--- config.mk ---
export PLATFORM = sky130hd
export DESIGN_NAME = hms_up_down_kitchen_timer_flat
export DESIGN_NICKNAME = d
export VERILOG_FILES = /design/src/hdl/hms_pkg.sv /design/src/hdl/hms_stream_if.sv /design/src/hdl/hms_up_down_kitchen_timer.sv /design/src/flat_wrapper.sv
export SDC_FILE = /design/constraint.sdc
export NUM_CORES = 1
export LEC_CHECK = 0
export BUFFER_PORTS_ARGS = -buffer_cell sky130_fd_sc_hd__buf_2
export CORE_ASPECT_RATIO = 0.9
export CORE_MARGIN = 10
export CORE_UTILIZATION = 30
export CTS_BUF_LIST = sky130_fd_sc_hd__clkbuf_16
export DETAILED_ROUTE_END_ITERATION = 10
export SLEW_MARGIN = 20
export SYNTH_ARGS = -nofsm -noshare
export SYNTH_HDL_FRONTEND = slang
export SYNTH_SLANG_ARGS = --single-unit
--- constraint.sdc ---
create_clock -name clk -period 3 [get_ports clk]
set_input_delay 0.3 -clock clk [delete_from_list [all_inputs] [get_ports clk]]
set_output_delay 0.3 -clock clk [all_outputs]
set_load 0.01 [all_outputs]
--- src/hdl/hms_pkg.sv ---
// Package for the hh:mm:ss up/down kitchen timer.
// Holds command and mode codes, limits and the item structs; no dependencies.
package hms_pkg;

    localparam logic [2:0] CMD_TICK       = 3'd0;
    localparam logic [2:0] CMD_START_STOP = 3'd1;
    localparam logic [2:0] CMD_LONG_PRESS = 3'd2;
    localparam logic [2:0] CMD_STOP_ALARM = 3'd3;
    localparam logic [2:0] CMD_SET_TIME   = 3'd4;

    localparam logic [1:0] MODE_STOP  = 2'd0;
    localparam logic [1:0] MODE_RUN   = 2'd1;
    localparam logic [1:0] MODE_ALARM = 2'd2;

    localparam logic [1:0] LEVEL_NONE    = 2'd0;
    localparam logic [1:0] LEVEL_SECONDS = 2'd1;
    localparam logic [1:0] LEVEL_MINUTES = 2'd2;
    localparam logic [1:0] LEVEL_HOURS   = 2'd3;

    localparam logic [4:0] MAX_SET_HOURS = 5'd19;
    localparam logic [6:0] MAX_SET_MS    = 7'd99;
    localparam logic [6:0] LAST_MS       = 7'd59;
    localparam logic [6:0] MS_PER_UNIT   = 7'd60;

    typedef struct packed {
        logic [2:0] cmd;
        logic [4:0] new_hours;
        logic [6:0] new_minutes;
        logic [6:0] new_seconds;
        logic       save_new;
    } cmd_item_t;

    typedef struct packed {
        logic [7:0] cur_hours;
        logic [6:0] cur_minutes;
        logic [6:0] cur_seconds;
        logic [1:0] run_state;
        logic       counting_down;
        logic [1:0] change_level;
        logic       alarm_started;
        logic       display_live;
        logic [7:0] lap_hours;
        logic [6:0] lap_minutes;
        logic [6:0] lap_seconds;
    } status_item_t;

    typedef struct packed {
        logic [7:0] hours;
        logic [6:0] minutes;
        logic [6:0] seconds;
    } hms_time_t;

endpackage

--- src/hdl/hms_stream_if.sv ---
// Valid/ready channel carrying one payload of type T per transaction.
// Used by the timer top level with the item structs of hms_pkg.
interface hms_stream_if #(parameter type T = logic);
    logic valid;
    logic ready;
    T     data;

    modport source (output valid, output data, input ready);
    modport sink (input valid, input data, output ready);
endinterface

--- src/hdl/hms_up_down_kitchen_timer.sv ---
// Top level of the hh:mm:ss up/down kitchen timer with lap capture and alarm.
// Depends on hms_pkg and hms_stream_if.
//
//   channel    role   payload          meaning
//   cmd_ch     sink   cmd_item_t       tick, button command or new time
//   status_ch  source status_item_t    count, mode, flags and lap after the command
//
// One command per cycle while the status register is not stalled: a transaction lands
// in the input register, and when it advances the timer state is updated and the
// status register loaded. The status register stalls both stages while it waits;
// the input stage still takes a transaction whenever it is empty or moving on.
// Reset clears the count, preset, lap and the live and down flags and sets the fresh flag; the timer comes up stopped.
module hms_up_down_kitchen_timer (
    input  logic         clk,
    input  logic         rst_n,
    hms_stream_if.sink   cmd_ch,
    hms_stream_if.source status_ch
);
    import hms_pkg::*;

    cmd_item_t    item_reg;
    logic         item_valid_reg;
    status_item_t status_reg, status_next;
    logic         status_valid_reg;
    logic         advance;

    hms_time_t    count_reg, count_next;
    hms_time_t    preset_reg, preset_next;
    hms_time_t    lap_reg, lap_next;
    logic [1:0]   mode_reg, mode_next;
    logic         down_reg, down_next;
    logic         fresh_reg, fresh_next;
    logic         live_reg, live_next;
    logic [1:0]   level;
    logic         alarm;

    hms_time_t    new_time;
    hms_time_t    loaded;
    logic [6:0]   sec_inc;
    logic [6:0]   min_inc;

    // Status register drains or is empty: the item in flight can retire.
    assign advance = item_valid_reg && (!status_valid_reg || status_ch.ready);
    assign cmd_ch.ready = !item_valid_reg || advance;
    assign status_ch.valid = status_valid_reg;
    assign status_ch.data = status_reg;

    always_ff @(posedge clk or negedge rst_n)
    begin
        if (!rst_n)
        begin
            item_valid_reg   <= 1'b0;
            status_valid_reg <= 1'b0;
        end
        else
        begin
            if (cmd_ch.ready)
                item_valid_reg <= cmd_ch.valid;
            if (advance)
                status_valid_reg <= 1'b1;
            else if (status_ch.ready)
                status_valid_reg <= 1'b0;
        end
    end

    always_ff @(posedge clk)
    begin
        if (cmd_ch.ready && cmd_ch.valid)
            item_reg <= cmd_ch.data;
        if (advance)
            status_reg <= status_next;
    end

    always_ff @(posedge clk or negedge rst_n)
    begin
        if (!rst_n)
        begin
            count_reg  <= '0;
            preset_reg <= '0;
            lap_reg    <= '0;
            mode_reg   <= MODE_STOP;
            down_reg   <= 1'b0;
            fresh_reg  <= 1'b1;
            live_reg   <= 1'b0;
        end
        else if (advance)
        begin
            count_reg  <= count_next;
            preset_reg <= preset_next;
            lap_reg    <= lap_next;
            mode_reg   <= mode_next;
            down_reg   <= down_next;
            fresh_reg  <= fresh_next;
            live_reg   <= live_next;
        end
    end

    // Saturate the requested time before it becomes the preset.
    always_comb
    begin
        new_time.hours   = {3'd0, (item_reg.new_hours > MAX_SET_HOURS) ? MAX_SET_HOURS
                                                                     : item_reg.new_hours};
        new_time.minutes = (item_reg.new_minutes > MAX_SET_MS) ? MAX_SET_MS
                                                               : item_reg.new_minutes;
        new_time.seconds = (item_reg.new_seconds > MAX_SET_MS) ? MAX_SET_MS
                                                               : item_reg.new_seconds;
    end

    assign loaded  = item_reg.save_new ? new_time : preset_reg;
    assign sec_inc = count_reg.seconds + 7'd1;
    assign min_inc = count_reg.minutes + 7'd1;

    always_comb
    begin
        count_next  = count_reg;
        preset_next = preset_reg;
        lap_next    = lap_reg;
        mode_next   = mode_reg;
        down_next   = down_reg;
        fresh_next  = fresh_reg;
        live_next   = live_reg;
        level       = LEVEL_NONE;
        alarm       = 1'b0;

        unique case (item_reg.cmd)
            CMD_TICK:
            begin
                if (mode_reg == MODE_RUN)
                begin
                    level = LEVEL_SECONDS;
                    if (down_reg)
                    begin
                        if (count_reg.seconds != 7'd0)
                            count_next.seconds = count_reg.seconds - 7'd1;
                        else if (count_reg.hours == 8'd0 && count_reg.minutes == 7'd0)
                        begin
                            // Expiry: raise the alarm and reload the preset.
                            mode_next  = MODE_ALARM;
                            count_next = preset_reg;
                            alarm      = 1'b1;
                            level      = LEVEL_HOURS;
                        end
                        else
                        begin
                            count_next.seconds = LAST_MS;
                            level = LEVEL_MINUTES;
                            if (count_reg.minutes != 7'd0)
                                count_next.minutes = count_reg.minutes - 7'd1;
                            else
                            begin
                                count_next.minutes = LAST_MS;
                                count_next.hours   = count_reg.hours - 8'd1;
                                level = LEVEL_HOURS;
                            end
                        end
                    end
                    else
                    begin
                        count_next.seconds = sec_inc;
                        if (sec_inc >= MS_PER_UNIT)
                        begin
                            count_next.seconds = 7'd0;
                            count_next.minutes = min_inc;
                            level = LEVEL_MINUTES;
                            if (min_inc >= MS_PER_UNIT)
                            begin
                                count_next.minutes = 7'd0;
                                count_next.hours   = count_reg.hours + 8'd1;
                                level = LEVEL_HOURS;
                            end
                        end
                    end
                end
            end
            CMD_START_STOP:
            begin
                live_next = 1'b1;
                if (mode_reg == MODE_STOP)
                begin
                    mode_next = MODE_RUN;
                    if (fresh_reg)
                        down_next = (count_reg != '0);
                end
                else
                begin
                    mode_next  = MODE_STOP;
                    fresh_next = 1'b0;
                end
            end
            CMD_LONG_PRESS:
            begin
                if (mode_reg == MODE_STOP)
                begin
                    preset_next = '0;
                    down_next   = 1'b0;
                end
                else if (mode_reg == MODE_RUN)
                begin
                    live_next = !live_reg;
                    lap_next  = count_reg;
                end
            end
            CMD_STOP_ALARM:
                mode_next = MODE_STOP;
            CMD_SET_TIME:
            begin
                live_next   = 1'b1;
                mode_next   = MODE_STOP;
                fresh_next  = 1'b1;
                preset_next = loaded;
                count_next  = loaded;
                down_next   = (loaded != '0);
            end
            default:
            begin
                // Unused command codes: hold everything.
            end
        endcase
    end

    always_comb
    begin
        status_next.cur_hours     = count_next.hours;
        status_next.cur_minutes   = count_next.minutes;
        status_next.cur_seconds   = count_next.seconds;
        status_next.run_state     = mode_next;
        status_next.counting_down = down_next;
        status_next.change_level  = level;
        status_next.alarm_started = alarm;
        status_next.display_live  = live_next;
        status_next.lap_hours     = lap_next.hours;
        status_next.lap_minutes   = lap_next.minutes;
        status_next.lap_seconds   = lap_next.seconds;
    end

endmodule

--- src/flat_wrapper.sv ---
// flat-port wrapper written by rule: the top's interface ports become plain ports
module hms_up_down_kitchen_timer_flat import hms_pkg::*;
  (clk, rst_n, cmd_ch_valid, cmd_ch_data, cmd_ch_ready, status_ch_valid, status_ch_data, status_ch_ready);
  hms_stream_if #(.T(cmd_item_t)) cmd_ch_i ();
  hms_stream_if #(.T(status_item_t)) status_ch_i ();
  input  logic clk;
  input  logic rst_n;
  input wire logic [$bits(cmd_ch_i.valid)-1:0] cmd_ch_valid;
  input wire logic [$bits(cmd_ch_i.data)-1:0] cmd_ch_data;
  output wire logic [$bits(cmd_ch_i.ready)-1:0] cmd_ch_ready;
  output wire logic [$bits(status_ch_i.valid)-1:0] status_ch_valid;
  output wire logic [$bits(status_ch_i.data)-1:0] status_ch_data;
  input wire logic [$bits(status_ch_i.ready)-1:0] status_ch_ready;
  assign cmd_ch_i.valid = cmd_ch_valid;
  assign cmd_ch_i.data = cmd_ch_data;
  assign cmd_ch_ready = cmd_ch_i.ready;
  assign status_ch_valid = status_ch_i.valid;
  assign status_ch_data = status_ch_i.data;
  assign status_ch_i.ready = status_ch_ready;
  hms_up_down_kitchen_timer u_core (.clk(clk), .rst_n(rst_n), .cmd_ch(cmd_ch_i), .status_ch(status_ch_i));
endmodule
==> impl_metrics.json <==
{
  "finalSetupTns_ns": 0,
  "syn_area_sq_um": 8040,
  "cts.clk_slew.worst_paths_ns": 0.07,
  "hold_viol": 0,
  "vias_per_cell": 5.49,
  "fmaxAchievable_ghz": 0.353,
  "status": "finished, final reports clean",
  "io_pins": 80,
  "setup_viol": 0,
  "final_antenna_net_count": 0,
  "synthesis.nets": 846,
  "switching_share_pct": 37.2,
  "grtUsageTotal_pct": 16.0,
  "wl_um": 27200,
  "antenna_found_initial": 0,
  "area_growth_pct": 21.8,
  "core_area_sq_um": 26200,
  "drc": 0,
  "fillerInstances": 2681,
  "layout-drive-gt1-share_pct": 26.1,
  "cp_data_arrival_time_ns": 3.03,
  "combinationalPowerShare_pct": 37.3,
  "critPathRequiredTime_ns": 3.20,
  "fin_util_pct": 37.4,
  "antenna_cells": 0,
  "startpoint_type": "flip-flop",
  "p_per_area_nw_per_um2": 890,
  "yosysSeqAreaShare_pct": 50.4,
  "dp.final_hpwl_um": 19800,
  "avgSynthCellArea_sq_um": 9.93,
  "synth-edff-count": 74,
  "path_max_fanout": 8,
  "r2r-start": "u_core.count_reg[8]$_DFFE_PN0P_",
  "die_height_um": 175,
  "critical_path_class": "flip-flop to flip-flop",
  "hp-class": "primary input to flip-flop",
  "htree_levels": 4,
  "grt_first_pass_wirelength_um": 41500,
  "critPathCapture": "u_core.status_ch.data[50]$_DFFE_PP_",
  "p_clk_share_pct": 26.9,
  "core.rowCount": 56,
  "wl_per_cell_um": 21.4,
  "end_kind": "flip-flop",
  "clk_latency_ns": 0.43,
  "leakage_nw": 3.92,
  "grt_max_degree": 74,
  "power_mw": 8.72,
  "synth_largest_area_cell": "edfxtp_1",
  "yosysMostFrequentCell": "nand2_1",
  "drt_pass1_iterations": 5,
  "clock_sinks": 147,
  "start_util_pct": 30.7,
  "max_slew_margin_pct": 37.1,
  "crit_start": "u_core.count_reg[8]$_DFFE_PN0P_",
  "fin_worst_skew_ns": 0.0139,
  "largest_reg_flops": 51,
  "multiInputGateArea_sq_um": 3680,
  "postCtsSetupBuffers": 0,
  "p_seq_share_pct": 35.8,
  "vias": 7008,
  "grt_pass1_vias": 6659,
  "setup_ws_ns": 0.164,
  "synth_top_area_share_pct": 27.6,
  "synthCells": 810,
  "ir_drop_mv": 0.396,
  "internal_power_mw": 5.47,
  "drt_iter0_drc": 705,
  "die_w_um": 193,
  "worstMarginPinSlew_ns": 0.943,
  "worst-r2r-cell-count": 9,
  "ys_warn_count": 0,
  "synth.distinct_cells": 80,
  "rsz0062_at_grt": "false",
  "pre_cts_ws_ns": 0.176,
  "ys_top_cells_by_count": "93 x nand2_1, 74 x edfxtp_1, 72 x dfrtp_1",
  "nets": 951,
  "cts_root_buffer": "clkbuf_16",
  "synth-async-reset-ratio_pct": 49.7,
  "worstReg2RegEnd": "u_core.status_ch.data[50]$_DFFE_PP_",
  "drv_cap": 0,
  "die_area_sq_um": 33800,
  "io_buffer_count": 79,
  "ys_ff_latch": 147,
  "synth_top_flop_cell": "edfxtp_1",
  "synth_area_leaders": "edfxtp_1 28%, dfrtp_1 22%, mux2_2 5.5%, nand2_1 4.3%, o21ai_0 3.9%",
  "grt_overflow": 0,
  "reg2reg_slack_ns": 0.16,
  "cts_tree": "done",
  "p_sw_mw": 3.25,
  "fin_crit_sh_pct": 94.5,
  "gp_congestion": 0.951,
  "clockBufferDepth": 2,
  "post-route-min-period_ns": 2.84,
  "register_area_sq_um": 4050,
  "cts_buffers": 17,
  "finalMaxSlewViolations": 0
}
==> cell families (layout without fill, tap and decap cells) <==
| group | count (synthesis) | after routing | share of synthesized area [%] |
|---|---|---|---|
| fa+ha+maj | 9 | 9 | 1.40 |
| buf+inv | 78 | 196 | 3.98 |
| simple gates | 292 | 292 | 18.0 |
| flops | 147 | 147 | 50.4 |
| mux | 46 | 46 | 6.33 |
| xor+xnor | 8 | 8 | 0.871 |
| compound gates | 230 | 230 | 19.0 |
==> per-stage QoR <==
| step | instance area (sq um) | cells | hold slack (ns) |
|---|---|---|---|
| after floorplan | 8040 | 810 | 0.00441 |
| after global placement | 9130 | 1243 | 0.461 |
| after detailed placement | 9130 | 1243 | 0.471 |
| after CTS | 9770 | 1275 | 0.0289 |
| after global routing | 9800 | 1276 | 0.0325 |
| final | 9800 | 1276 | 0.0459 |
==> critical path, cell delays in order (launching register included) <==
cell	delay [ns]
dfrtp_1	0.45
inv_1	0.12
ha_1	0.26
nor4b_1	0.48
nand2_2	0.26
nor3b_1	0.23
o21ai_0	0.16
nand3_1	0.11
o21ai_0	0.12
o41ai_2	0.42
==> worst min-delay path by stage <==
stage	start	endpoint	depth (start not counted)
final	cmd_ch_data[20]	u_core.item_reg[20]$_DFFE_PP_	1
after detailed placement	u_core.lap_reg[0]$_DFFE_PN0P_	u_core.lap_reg[0]$_DFFE_PN0P_	2
after global placement	u_core.lap_reg[1]$_DFFE_PN0P_	u_core.lap_reg[1]$_DFFE_PN0P_	2
after global routing	cmd_ch_data[18]	u_core.item_reg[18]$_DFFE_PP_	1
after CTS	cmd_ch_data[18]	u_core.item_reg[18]$_DFFE_PP_	1
after floorplan	rst_n	u_core.count_reg[0]$_DFFE_PN0P_	0
==> cell type report <==
| class | instances | area share [%] |
|---|---|---|
| Sequential cell | 147 | 41.3 |
| Multi-Input combinational cell | 585 | 37.6 |
| Clock buffer | 17 | 4.34 |
| Inverter | 15 | 0.575 |
| Tap cell | 348 | 4.44 |
| Timing Repair Buffer | 149 | 9.49 |
| Clock inverter | 15 | 2.22 |
==> power groups by stage <==
stage	Clock [mW]	Sequential [mW]	Combinational, mW
after floorplan	0	3.01	2.12
after global placement	0	3.14	3.18
after detailed placement	0	3.15	3.18
after CTS	2.39	3.11	3.21
after global routing	2.49	3.18	3.57
final	2.34	3.12	3.25
==> cell usage in the layout, fill, tap and decap left out, types with 4 or more instances in the layout <==
master / instances
nand2_1: 91
mux2_2: 39
a31oi_1: 15
o211ai_1: 7
xnor2_1: 6
nor4_1: 9
ha_1: 9
nand3_1: 29
clkbuf_16: 17
mux2i_1: 7
a21o_1: 4
nand2b_1: 7
edfxtp_1: 74
o31ai_1: 6
or4_1: 5
a32o_1: 4
clkinv_4: 4
o21ai_0: 63
a21oi_1: 50
a2bb2oi_1: 4
nor2b_1: 13
or3_1: 5
o21a_1: 4
dfrtp_1: 72
o221ai_1: 6
buf_2: 78
nor3_1: 25
a221oi_1: 4
nor2_1: 65
inv_1: 16
o22ai_1: 11
o41ai_1: 4
bufinv_16: 5
a31o_2: 5
nand4_1: 11
and2_1: 6
buf_4: 69
==> routing by layer <==
metal / share of wire [%] / vias to the layer above / wire (um) / track usage [%]
li1: - / 3256 / - / -
met5: 0 / - / 0 / 0
met1: 49 / 3421 / 13300 / 24.2
met3: 8.4 / 33 / 2280 / 3.84
met4: 1.4 / 0 / 376 / 4.33
met2: 41 / 298 / 11300 / 22.0
==> what timing repair did <==
| action | CTS | global route |
|---|---|---|
| endpoints found under the setup margin | 0 | 2 |
| resized for setup | 0 | 3 |
| hold buffers | 0 | 1 |
| endpoints found under the hold margin | 0 | 46 |
Power figures use the tool's default switching activity.
